===== config.mk =====
export PLATFORM = sky130hd
export DESIGN_NAME = cassette_byte_fsk_modulator
export DESIGN_NICKNAME = d
export VERILOG_FILES = /design/src/rtl/core/cbfm_pkg.sv /design/src/rtl/core/cbfm_front.sv /design/src/rtl/core/cbfm_cmd_queue.sv /design/src/rtl/core/cbfm_back.sv /design/src/rtl/core/cassette_byte_fsk_modulator.sv
export SDC_FILE = /design/constraint.sdc
export NUM_CORES = 1
export LEC_CHECK = 0
export BUFFER_PORTS_ARGS = -buffer_cell sky130_fd_sc_hd__buf_2
export CAP_MARGIN = 10
export CELL_PAD_IN_SITES_DETAIL_PLACEMENT = 0
export CELL_PAD_IN_SITES_GLOBAL_PLACEMENT = 1
export CORE_AREA = 2 2 176 178
export CTS_CLUSTER_DIAMETER = 80
export DETAILED_ROUTE_END_ITERATION = 16
export DIE_AREA = 0 0 178 180
export GPL_ROUTABILITY_DRIVEN = 0
export GPL_TIMING_DRIVEN = 1
export PLACE_DENSITY_LB_ADDON = 0.25
export SLEW_MARGIN = 40
export SYNTH_ARGS = -nofsm -noshare
export SYNTH_HDL_FRONTEND = slang
export SYNTH_SLANG_ARGS = --single-unit

===== constraint.sdc =====
create_clock -name clk_i -period 9.43 [get_ports clk_i]
set_clock_uncertainty 0.15 [all_clocks]
set_input_delay 0.4715 -clock clk_i [delete_from_list [all_inputs] [get_ports clk_i]]
set_output_delay 0.4715 -clock clk_i [all_outputs]
set_load 0.03 [all_outputs]

===== src/rtl/core/cbfm_pkg.sv =====
// shared types and constants of the cassette byte fsk modulator
package cbfm_pkg;

  localparam int SYNC_LEN = 8;
  localparam int FILL_W   = $clog2(SYNC_LEN + 1);
  localparam int WIN_IDX_W = $clog2(SYNC_LEN);

  localparam logic [7:0] SYNC_PATTERN [SYNC_LEN] = '{
    8'h1F, 8'hA6, 8'hDE, 8'hBA, 8'hCC, 8'h13, 8'h7D, 8'h74
  };

  // register widths and reset values
  localparam int PERIOD_W = 7;
  localparam int LEN_W    = 14;
  localparam int CFG_W    = 14;
  localparam int CFG_IDX_W = 2;

  localparam logic [PERIOD_W-1:0] PERIOD_RST  = 7'd16;
  localparam logic [LEN_W-1:0]    PILOT_RST   = 14'd4000;
  localparam logic [LEN_W-1:0]    SILENCE_RST = 14'd1000;

  localparam logic [PERIOD_W-1:0] PERIOD_MIN = 7'd4;
  localparam logic [PERIOD_W-1:0] PERIOD_MAX = 7'd64;

  // output field widths
  localparam int HP_W = 6;
  localparam int HC_W = 16;
  localparam int SC_W = 20;

  // bit cells per tape byte: start, eight data, three stop
  localparam int CELLS    = 12;
  localparam int STEP_W   = $clog2(CELLS);

  typedef enum logic [CFG_IDX_W-1:0] {
    CFG_PERIOD  = 2'd0,
    CFG_PILOT   = 2'd1,
    CFG_SILENCE = 2'd2
  } cfg_idx_e;

  typedef enum logic [1:0] {
    SEG_SILENCE = 2'd0,
    SEG_WAVE    = 2'd1,
    SEG_ERROR   = 2'd2,
    SEG_EOT     = 2'd3
  } seg_e;

  typedef enum logic [1:0] {
    CMD_ERR  = 2'd0,
    CMD_EOT  = 2'd1,
    CMD_LEAD = 2'd2,
    CMD_BYTE = 2'd3
  } cmd_e;

  typedef struct packed {
    cmd_e       op;
    logic [7:0] data;
  } cmd_t;

  typedef struct packed {
    seg_e            segment;
    logic            start_high;
    logic [HP_W-1:0] half_period;
    logic [HC_W-1:0] half_count;
    logic [SC_W-1:0] sample_count;
    logic            cell_bit;
    logic            last;
  } res_t;

  // clamp to 4..64, then clear the low two bits
  function automatic logic [PERIOD_W-1:0] eff_period(input logic [PERIOD_W-1:0] p);
    logic [PERIOD_W-1:0] c;
    c = p;
    if (p < PERIOD_MIN) c = PERIOD_MIN;
    if (p > PERIOD_MAX) c = PERIOD_MAX;
    return c & ~PERIOD_W'(3);
  endfunction

endpackage


===== src/rtl/core/cbfm_front.sv =====
// front end: sync header window, classification into commands
module cbfm_front (
  input  logic               clk_i,
  input  logic               rst_ni,
  input  logic               accept_i,
  input  logic               kind_i,
  input  logic [7:0]         data_byte_i,
  output logic               push_o,
  output cbfm_pkg::cmd_t     cmd_o
);

  logic [7:0]                  win_q [cbfm_pkg::SYNC_LEN];
  logic [7:0]                  win_d [cbfm_pkg::SYNC_LEN];
  logic [cbfm_pkg::FILL_W-1:0] fill_q, fill_d;
  logic                        synced_q, synced_d;
  logic                        failed_q, failed_d;
  logic                        match_new, match_full;

  always_comb begin
    match_new  = (data_byte_i == cbfm_pkg::SYNC_PATTERN[cbfm_pkg::SYNC_LEN-1]);
    match_full = 1'b1;
    for (int i = 0; i < cbfm_pkg::SYNC_LEN; i++) begin
      if (win_q[i] != cbfm_pkg::SYNC_PATTERN[i]) match_full = 1'b0;
      if (i < cbfm_pkg::SYNC_LEN - 1 && win_q[i] != cbfm_pkg::SYNC_PATTERN[i]) begin
        match_new = 1'b0;
      end
    end
  end

  always_comb begin
    win_d       = win_q;
    fill_d      = fill_q;
    synced_d    = synced_q;
    failed_d    = failed_q;
    push_o      = 1'b0;
    cmd_o.op    = cbfm_pkg::CMD_ERR;
    cmd_o.data  = win_q[0];
    if (accept_i) begin
      if (failed_q) begin
        push_o = 1'b1;
      end else if (!synced_q) begin
        if (fill_q != cbfm_pkg::FILL_W'(cbfm_pkg::SYNC_LEN)) begin
          if (kind_i) begin
            // short header
            failed_d = 1'b1;
            push_o   = 1'b1;
          end else begin
            win_d[fill_q[cbfm_pkg::WIN_IDX_W-1:0]] = data_byte_i;
            fill_d = fill_q + 1'b1;
            if (fill_q == cbfm_pkg::FILL_W'(cbfm_pkg::SYNC_LEN - 1) && !match_new) begin
              failed_d = 1'b1;
              push_o   = 1'b1;
            end
          end
        end else begin
          synced_d = 1'b1;
          push_o   = 1'b1;
          if (kind_i) begin
            cmd_o.op = cbfm_pkg::CMD_EOT;
            fill_d   = '0;
          end else begin
            cmd_o.op = cbfm_pkg::CMD_LEAD;
            win_d[0] = data_byte_i;
            fill_d   = cbfm_pkg::FILL_W'(1);
          end
        end
      end else if (kind_i) begin
        push_o = 1'b1;
        if (fill_q == '0) begin
          cmd_o.op = cbfm_pkg::CMD_EOT;
        end else begin
          cmd_o.op = cbfm_pkg::CMD_BYTE;
          for (int i = 0; i < cbfm_pkg::SYNC_LEN - 1; i++) win_d[i] = win_q[i+1];
          fill_d = fill_q - 1'b1;
        end
      end else if (fill_q != cbfm_pkg::FILL_W'(cbfm_pkg::SYNC_LEN)) begin
        win_d[fill_q[cbfm_pkg::WIN_IDX_W-1:0]] = data_byte_i;
        fill_d = fill_q + 1'b1;
      end else if (match_full) begin
        // another header: restart the window with this byte
        push_o   = 1'b1;
        cmd_o.op = cbfm_pkg::CMD_LEAD;
        win_d[0] = data_byte_i;
        fill_d   = cbfm_pkg::FILL_W'(1);
      end else begin
        push_o   = 1'b1;
        cmd_o.op = cbfm_pkg::CMD_BYTE;
        for (int i = 0; i < cbfm_pkg::SYNC_LEN - 1; i++) win_d[i] = win_q[i+1];
        win_d[cbfm_pkg::SYNC_LEN-1] = data_byte_i;
      end
    end
  end

  always_ff @(posedge clk_i) begin
    win_q <= win_d;
  end

  always_ff @(posedge clk_i or negedge rst_ni) begin
    if (!rst_ni) begin
      fill_q   <= '0;
      synced_q <= 1'b0;
      failed_q <= 1'b0;
    end else begin
      fill_q   <= fill_d;
      synced_q <= synced_d;
      failed_q <= failed_d;
    end
  end

endmodule


===== src/rtl/core/cbfm_cmd_queue.sv =====
// short command queue between front and back end
module cbfm_cmd_queue #(
  parameter int DEPTH = 2
) (
  input  logic           clk_i,
  input  logic           rst_ni,
  input  logic           push_i,
  input  cbfm_pkg::cmd_t push_data_i,
  input  logic           pop_i,
  output logic           full_o,
  output logic           valid_o,
  output cbfm_pkg::cmd_t head_o
);

  localparam int PTR_W = $clog2(DEPTH);
  localparam int CNT_W = $clog2(DEPTH + 1);

  cbfm_pkg::cmd_t   mem_q [DEPTH];
  logic [PTR_W-1:0] wr_ptr_q, wr_ptr_d;
  logic [PTR_W-1:0] rd_ptr_q, rd_ptr_d;
  logic [CNT_W-1:0] count_q, count_d;
  logic             do_push, do_pop;

  assign full_o  = (count_q == CNT_W'(DEPTH));
  assign valid_o = (count_q != '0);
  assign head_o  = mem_q[rd_ptr_q];
  assign do_push = push_i && !full_o;
  assign do_pop  = pop_i && valid_o;

  always_comb begin
    wr_ptr_d = wr_ptr_q;
    rd_ptr_d = rd_ptr_q;
    count_d  = count_q;
    if (do_push) begin
      wr_ptr_d = (wr_ptr_q == PTR_W'(DEPTH - 1)) ? '0 : wr_ptr_q + 1'b1;
    end
    if (do_pop) begin
      rd_ptr_d = (rd_ptr_q == PTR_W'(DEPTH - 1)) ? '0 : rd_ptr_q + 1'b1;
    end
    if (do_push && !do_pop) count_d = count_q + 1'b1;
    if (!do_push && do_pop) count_d = count_q - 1'b1;
  end

  always_ff @(posedge clk_i) begin
    if (do_push) mem_q[wr_ptr_q] <= push_data_i;
  end

  always_ff @(posedge clk_i or negedge rst_ni) begin
    if (!rst_ni) begin
      wr_ptr_q <= '0;
      rd_ptr_q <= '0;
      count_q  <= '0;
    end else begin
      wr_ptr_q <= wr_ptr_d;
      rd_ptr_q <= rd_ptr_d;
      count_q  <= count_d;
    end
  end

endmodule


===== src/rtl/core/cbfm_back.sv =====
// back end: expands commands into segments, one per cycle while a command waits and the output is not stalled
module cbfm_back (
  input  logic                            clk_i,
  input  logic                            rst_ni,
  input  logic                            cmd_valid_i,
  input  cbfm_pkg::cmd_t                  cmd_i,
  output logic                            cmd_pop_o,
  input  logic [cbfm_pkg::PERIOD_W-1:0]   period_i,
  input  logic [cbfm_pkg::LEN_W-1:0]      pilot_i,
  input  logic [cbfm_pkg::LEN_W-1:0]      silence_i,
  input  logic                            out_stall_i,
  output logic                            out_valid_o,
  output cbfm_pkg::res_t                  res_o
);

  localparam int PROD_W = cbfm_pkg::LEN_W + cbfm_pkg::PERIOD_W;

  logic [cbfm_pkg::STEP_W-1:0]   step_q, step_d;
  logic [cbfm_pkg::STEP_W-1:0]   last_step;
  logic                          out_valid_q, out_valid_d;
  cbfm_pkg::res_t                res_q, res_d;
  logic                          advance, step_last;
  logic [cbfm_pkg::PERIOD_W-1:0] per;
  logic [PROD_W-1:0]             sil_prod, pil_prod;
  logic [cbfm_pkg::CELLS-1:0]    frame;
  logic                          bit_val;

  assign per      = cbfm_pkg::eff_period(period_i);
  assign sil_prod = PROD_W'(silence_i) * PROD_W'(per);
  assign pil_prod = PROD_W'(pilot_i) * PROD_W'(per);
  // start 0, data lsb first, three stop 1s
  assign frame    = {3'b111, cmd_i.data, 1'b0};
  assign bit_val  = frame[step_q];

  always_comb begin
    case (cmd_i.op)
      cbfm_pkg::CMD_LEAD: last_step = cbfm_pkg::STEP_W'(1);
      cbfm_pkg::CMD_BYTE: last_step = cbfm_pkg::STEP_W'(cbfm_pkg::CELLS - 1);
      default:            last_step = '0;
    endcase
  end

  assign step_last = (step_q == last_step);
  assign advance   = cmd_valid_i && (!out_valid_q || !out_stall_i);
  assign cmd_pop_o = advance && step_last;

  always_comb begin
    res_d              = '0;
    res_d.segment      = cbfm_pkg::SEG_ERROR;
    res_d.last         = step_last;
    case (cmd_i.op)
      cbfm_pkg::CMD_EOT: begin
        res_d.segment = cbfm_pkg::SEG_EOT;
      end
      cbfm_pkg::CMD_LEAD: begin
        if (step_q == '0) begin
          res_d.segment      = cbfm_pkg::SEG_SILENCE;
          res_d.sample_count = sil_prod[cbfm_pkg::SC_W-1:0];
        end else begin
          res_d.segment      = cbfm_pkg::SEG_WAVE;
          res_d.start_high   = 1'b1;
          res_d.half_period  = {1'b0, per[cbfm_pkg::PERIOD_W-1:2]};
          res_d.half_count   = {pilot_i, 2'b00};
          res_d.sample_count = pil_prod[cbfm_pkg::SC_W-1:0];
        end
      end
      cbfm_pkg::CMD_BYTE: begin
        res_d.segment      = cbfm_pkg::SEG_WAVE;
        res_d.start_high   = 1'b1;
        res_d.cell_bit     = bit_val;
        res_d.sample_count = cbfm_pkg::SC_W'(per);
        if (bit_val) begin
          res_d.half_period = {1'b0, per[cbfm_pkg::PERIOD_W-1:2]};
          res_d.half_count  = cbfm_pkg::HC_W'(4);
        end else begin
          res_d.half_period = per[cbfm_pkg::PERIOD_W-1:1];
          res_d.half_count  = cbfm_pkg::HC_W'(2);
        end
      end
      default: begin
        res_d.segment = cbfm_pkg::SEG_ERROR;
      end
    endcase
  end

  always_comb begin
    step_d      = step_q;
    out_valid_d = out_valid_q && out_stall_i;
    if (advance) begin
      step_d      = step_last ? '0 : step_q + 1'b1;
      out_valid_d = 1'b1;
    end
  end

  always_ff @(posedge clk_i) begin
    if (advance) res_q <= res_d;
  end

  always_ff @(posedge clk_i or negedge rst_ni) begin
    if (!rst_ni) begin
      step_q      <= '0;
      out_valid_q <= 1'b0;
    end else begin
      step_q      <= step_d;
      out_valid_q <= out_valid_d;
    end
  end

  assign out_valid_o = out_valid_q;
  assign res_o       = res_q;

endmodule


===== src/rtl/core/cassette_byte_fsk_modulator.sv =====
// top level of the cassette byte fsk modulator
//
//   channel  | handshake                   | payload
//   ---------+-----------------------------+---------------------------------------
//   in       | in_valid_i / in_stall_o     | kind_i, data_byte_i
//   out      | out_valid_o / out_stall_i   | segment_o .. last_o (one segment each)
//   cfg      | cfg_we_i                    | cfg_index_i, cfg_data_i
//
// one segment leaves the back end's output register per cycle unless stalled;
// a data byte gives 12 segments, a header 2, error and end of tape 1 each.
// the front end takes one item per cycle while the command queue has room.
// async active-low reset clears control state; the header window contents
// stay undefined until written and need no clearing pass.
// stalls on the output hold the output register and back up into the queue.
module cassette_byte_fsk_modulator #(
  parameter int QUEUE_DEPTH = 2
) (
  input  logic                           clk_i,
  input  logic                           rst_ni,
  // input transaction
  input  logic                           in_valid_i,
  output logic                           in_stall_o,
  input  logic                           kind_i,
  input  logic [7:0]                     data_byte_i,
  // output transaction
  output logic                           out_valid_o,
  input  logic                           out_stall_i,
  output logic [1:0]                     segment_o,
  output logic                           start_high_o,
  output logic [cbfm_pkg::HP_W-1:0]      half_period_o,
  output logic [cbfm_pkg::HC_W-1:0]      half_count_o,
  output logic [cbfm_pkg::SC_W-1:0]      sample_count_o,
  output logic                           cell_bit_o,
  output logic                           last_o,
  // configuration writes
  input  logic                           cfg_we_i,
  input  logic [cbfm_pkg::CFG_IDX_W-1:0] cfg_index_i,
  input  logic [cbfm_pkg::CFG_W-1:0]     cfg_data_i
);

  logic [cbfm_pkg::PERIOD_W-1:0] period_q, period_d;
  logic [cbfm_pkg::LEN_W-1:0]    pilot_q, pilot_d;
  logic [cbfm_pkg::LEN_W-1:0]    silence_q, silence_d;

  logic           in_accept;
  logic           push;
  cbfm_pkg::cmd_t push_cmd;
  logic           q_full, q_valid, q_pop;
  cbfm_pkg::cmd_t q_head;
  cbfm_pkg::res_t res;

  // configuration registers
  always_comb begin
    period_d  = period_q;
    pilot_d   = pilot_q;
    silence_d = silence_q;
    if (cfg_we_i) begin
      case (cfg_index_i)
        cbfm_pkg::CFG_PERIOD:  period_d  = cfg_data_i[cbfm_pkg::PERIOD_W-1:0];
        cbfm_pkg::CFG_PILOT:   pilot_d   = cfg_data_i[cbfm_pkg::LEN_W-1:0];
        cbfm_pkg::CFG_SILENCE: silence_d = cfg_data_i[cbfm_pkg::LEN_W-1:0];
        default: ;  // unused index: write is dropped
      endcase
    end
  end

  always_ff @(posedge clk_i or negedge rst_ni) begin
    if (!rst_ni) begin
      period_q  <= cbfm_pkg::PERIOD_RST;
      pilot_q   <= cbfm_pkg::PILOT_RST;
      silence_q <= cbfm_pkg::SILENCE_RST;
    end else begin
      period_q  <= period_d;
      pilot_q   <= pilot_d;
      silence_q <= silence_d;
    end
  end

  // front end stalls only when the queue is full
  assign in_stall_o = q_full;
  assign in_accept  = in_valid_i && !q_full;

  cbfm_front u_front (
    .clk_i       (clk_i),
    .rst_ni      (rst_ni),
    .accept_i    (in_accept),
    .kind_i      (kind_i),
    .data_byte_i (data_byte_i),
    .push_o      (push),
    .cmd_o       (push_cmd)
  );

  cbfm_cmd_queue #(
    .DEPTH (QUEUE_DEPTH)
  ) u_queue (
    .clk_i       (clk_i),
    .rst_ni      (rst_ni),
    .push_i      (push),
    .push_data_i (push_cmd),
    .pop_i       (q_pop),
    .full_o      (q_full),
    .valid_o     (q_valid),
    .head_o      (q_head)
  );

  cbfm_back u_back (
    .clk_i       (clk_i),
    .rst_ni      (rst_ni),
    .cmd_valid_i (q_valid),
    .cmd_i       (q_head),
    .cmd_pop_o   (q_pop),
    .period_i    (period_q),
    .pilot_i     (pilot_q),
    .silence_i   (silence_q),
    .out_stall_i (out_stall_i),
    .out_valid_o (out_valid_o),
    .res_o       (res)
  );

  // segment fields to ports
  assign segment_o      = res.segment;
  assign start_high_o   = res.start_high;
  assign half_period_o  = res.half_period;
  assign half_count_o   = res.half_count;
  assign sample_count_o = res.sample_count;
  assign cell_bit_o     = res.cell_bit;
  assign last_o         = res.last;

endmodule


==> flow_metrics.env <==
export IMPL_hold_buffers=1
export IMPL_fin_tns_setup_ns=0
export IMPL_vias_per_cell=5.22
export IMPL_drtIter0Drc=610
export IMPL_final_common_cell="nand2_1"
export IMPL_avgRoutedWirePerCell_um=17.1
export IMPL_yosys_warnings=0
export IMPL_maxCapViolCount=0
export IMPL_clock_latency_ns=0.44
export IMPL_grt_first_pass_wirelength_um=47500
export IMPL_drc=0
export IMPL_worstPathArrival_ns=5.42
export IMPL_htreeDepth=4
export IMPL_cts_sinks=176
export IMPL_fmax_mhz=185
export IMPL_critical_path_class="register to register"
export IMPL_worstMarginPinSlew_ns=0.723
export IMPL_grtUsageTotal=0.188
export IMPL_crit_fanout=31
export IMPL_grt_ovfl_total=0
export IMPL_row_count=64
export IMPL_slowest_delay_ns=0.61
export IMPL_root_buffer="clkbuf_16"
export IMPL_worst_slack_ns=4.03
export IMPL_grt_max_degree=97
export IMPL_slew_headroom=0.506
export IMPL_power_leakage_nw=5.92
export IMPL_final_cell_mix="nand2_1, edfxtp_1, inv_1, and2_1, o21ai_0"
export IMPL_dieArea_mm2=0.0320
export IMPL_drv_slew=0
export IMPL_pre_cts_ws_ns=4.06
export IMPL_post_cts_setup_buffer_count=0
export IMPL_port_buffers=75
export IMPL_synth_flop_cell="edfxtp_1"
export IMPL_initial_core_util=0.414
export IMPL_cts_max_path_buffers=2
export IMPL_synth_cells=1233
export IMPL_cts_tree="done"
export IMPL_wl_um=29000
export IMPL_synth_edf_count=128
export IMPL_cts_buffers=17
export IMPL_drtAntennaViolNets=0
export IMPL_dr_pass1_iters=5
export IMPL_drive_gt1_frac=0.159
export IMPL_synth_area_mm2=0.0125
export IMPL_synthTopCellsByArea="edfxtp_1, fa_1, dfrtp_1, ha_1, nand2_1"
export IMPL_critical_path_slowest_cell="dfrtp_1"
export IMPL_grt_pass1_vias=8802
export IMPL_p_per_area_mw_per_mm2=286
export IMPL_synth_async_reset_ratio=0.273
export IMPL_cp_start_kind="register"
export IMPL_clkTransAtPathRegs_ns=0.08
export IMPL_final_hold_violation_count=0
export IMPL_ios=79
export IMPL_critical_path_required_ns=9.46
export IMPL_synth_top_area_cell="edfxtp_1"
export IMPL_cp_cell_sequence="nor2b_2 > buf_4 > and2_1 > fa_1 > fa_1 > inv_1 > fa_1 > inv_1 > ha_1 > a21oi_1 > nor2b_1 > a311oi_1 > a21oi_1 > a211o_1 > a31oi_1 > xnor2_1 > o22ai_1"
export IMPL_fin_util=0.460
export IMPL_path_buf_inv=3
export IMPL_dp_hpwl_um=21100
export IMPL_synth_area_per_cell_um2=10.1
export IMPL_worst_path_most_repeated_cell="fa_1"
export IMPL_num_vias=8838
export IMPL_end_kind="register"
export IMPL_die_x_um=178
export IMPL_nets=1438
export IMPL_setup_viol=0
export IMPL_period_minus_slack_ns=5.40
export IMPL_synth_top_area_share=0.307
export IMPL_min_path_type="input port to register"
export IMPL_antenna_found_initial=3
export IMPL_area_growth_pct=11.2
export IMPL_fin_crit_sh=0.572
export IMPL_outcome="finished clean"
export IMPL_vdd_drop_max_v=0.000114
export IMPL_core_mm2=0.0302
export IMPL_seq_area_frac_synth=0.405
export IMPL_total_power_w=0.00397
export IMPL_rsz0062_at_grt="false"
export IMPL_crit_family="adder cells"
export IMPL_yosys_cell_types_count=68
export IMPL_cts_resized=0
export IMPL_ys_ff_latch=176
export IMPL_die_h_um=180
-- final cells by class --
cell class	instances	area, um2
clock inverters	15	166
flip-flops and latches	176	5060
diodes	2	5.00
multi-input cells	881	6820
well taps	396	495
inverters	115	434
repair buffers	90	494
fillers	2858	16300
clock buffers	17	425
-- metal layers --
metal / wire length, um / vias to the layer above / part of all wire / track usage
met5: 16 / - / 0.00055 / 0
met4: 346 / 2 / 0.012 / 0.0452
met3: 921 / 24 / 0.032 / 0.0294
met2: 13900 / 131 / 0.48 / 0.307
met1: 13800 / 4363 / 0.48 / 0.262
li1: - / 4318 / - / -
-- flip-flops by register name, summed over array words and instances (netlist names), 2 cells and up --
name / count
period_q: 5
pilot_q: 14
silence_q: 14
u_back.res_o: 44
u_back.step_q: 4
u_front.cmd_o: 8
u_front.fill_q: 4
u_front.win_q: 56
u_queue.count_q: 2
u_queue.mem_q: 20
-- power breakdown --
group / switching (W) / total [W] / internal (W)
sequential: 0.000148 / 0.00123 / 0.00108
clock: 0.000353 / 0.000708 / 0.000355
combinational: 0.00126 / 0.00204 / 0.000776
-- synth_stat cells (5+ instances only) --
master / number
nand2_1: 159
edfxtp_1: 128
inv_1: 114
and2_1: 90
o21ai_0: 82
fa_1: 70
nor2_1: 63
ha_1: 57
a21oi_1: 53
clkbuf_1: 53
mux2i_1: 49
mux2_2: 42
dfrtp_1: 35
xnor2_1: 21
and3_1: 20
nor3_1: 17
xor2_1: 14
dfstp_2: 13
nor2b_1: 13
nand3_1: 12
a21boi_0: 8
nand4_1: 8
or3_1: 7
a21o_1: 6
a31oi_1: 6
nand2b_1: 6
o22ai_1: 6
a211oi_1: 5
-- metrics by stage --
step / cells / instance area [um2] / hold WS (ns)
after floorplan: 1235 / 12500 / 0.0259
after global placement: 1655 / 13200 / 0.315
after detailed placement: 1657 / 13300 / 0.332
after CTS: 1690 / 13900 / 0.0705
after global routing: 1690 / 13900 / 0.114
final: 1692 / 13900 / 0.0869
-- worst paths after layout --
| path | start | to | slack (ns) | depth (start not counted) |
|---|---|---|---|---|
| max | period_q[6]$_DFFE_PN0P_ | u_back.res_o[21]$_DFFE_PP_ | 4.03 | 17 |
| max reg2reg | period_q[6]$_DFFE_PN0P_ | u_back.res_o[21]$_DFFE_PP_ | 4.03 | 17 |
| min | out_stall_i | u_back.out_valid_o$_DFF_PN0_ | 0.09 | 3 |
| max in group asynchronous | rst_ni | pilot_q[6]$_DFFE_PN0P_ | 8.17 | 3 |
| min in group asynchronous | rst_ni | u_back.out_valid_o$_DFF_PN0_ | 0.51 | 3 |
| min reg2reg | u_back.out_valid_o$_DFF_PN0_ | u_back.out_valid_o$_DFF_PN0_ | 0.34 | 2 |
-- logic make-up (layout without fill, tap and decap cells) --
logic type,Yosys count,after routing,synth area share
AND/OR/NAND/NOR,421,421,0.169
multiplexers,93,93,0.0806
adder cells (fa/ha/maj),127,127,0.169
AO/OA/AOI/OAI,202,202,0.0975
buffers and inverters,178,237,0.0547
other,1,5,0.000300
XOR/XNOR,35,35,0.0245
flip-flops,176,176,0.405
-- worst min-delay path, stage by stage --
cell and delay (ns):
buf_2 0.07, nand2_1 0.05, nand2_1 0.05
(Power assumes the default switching activity.)
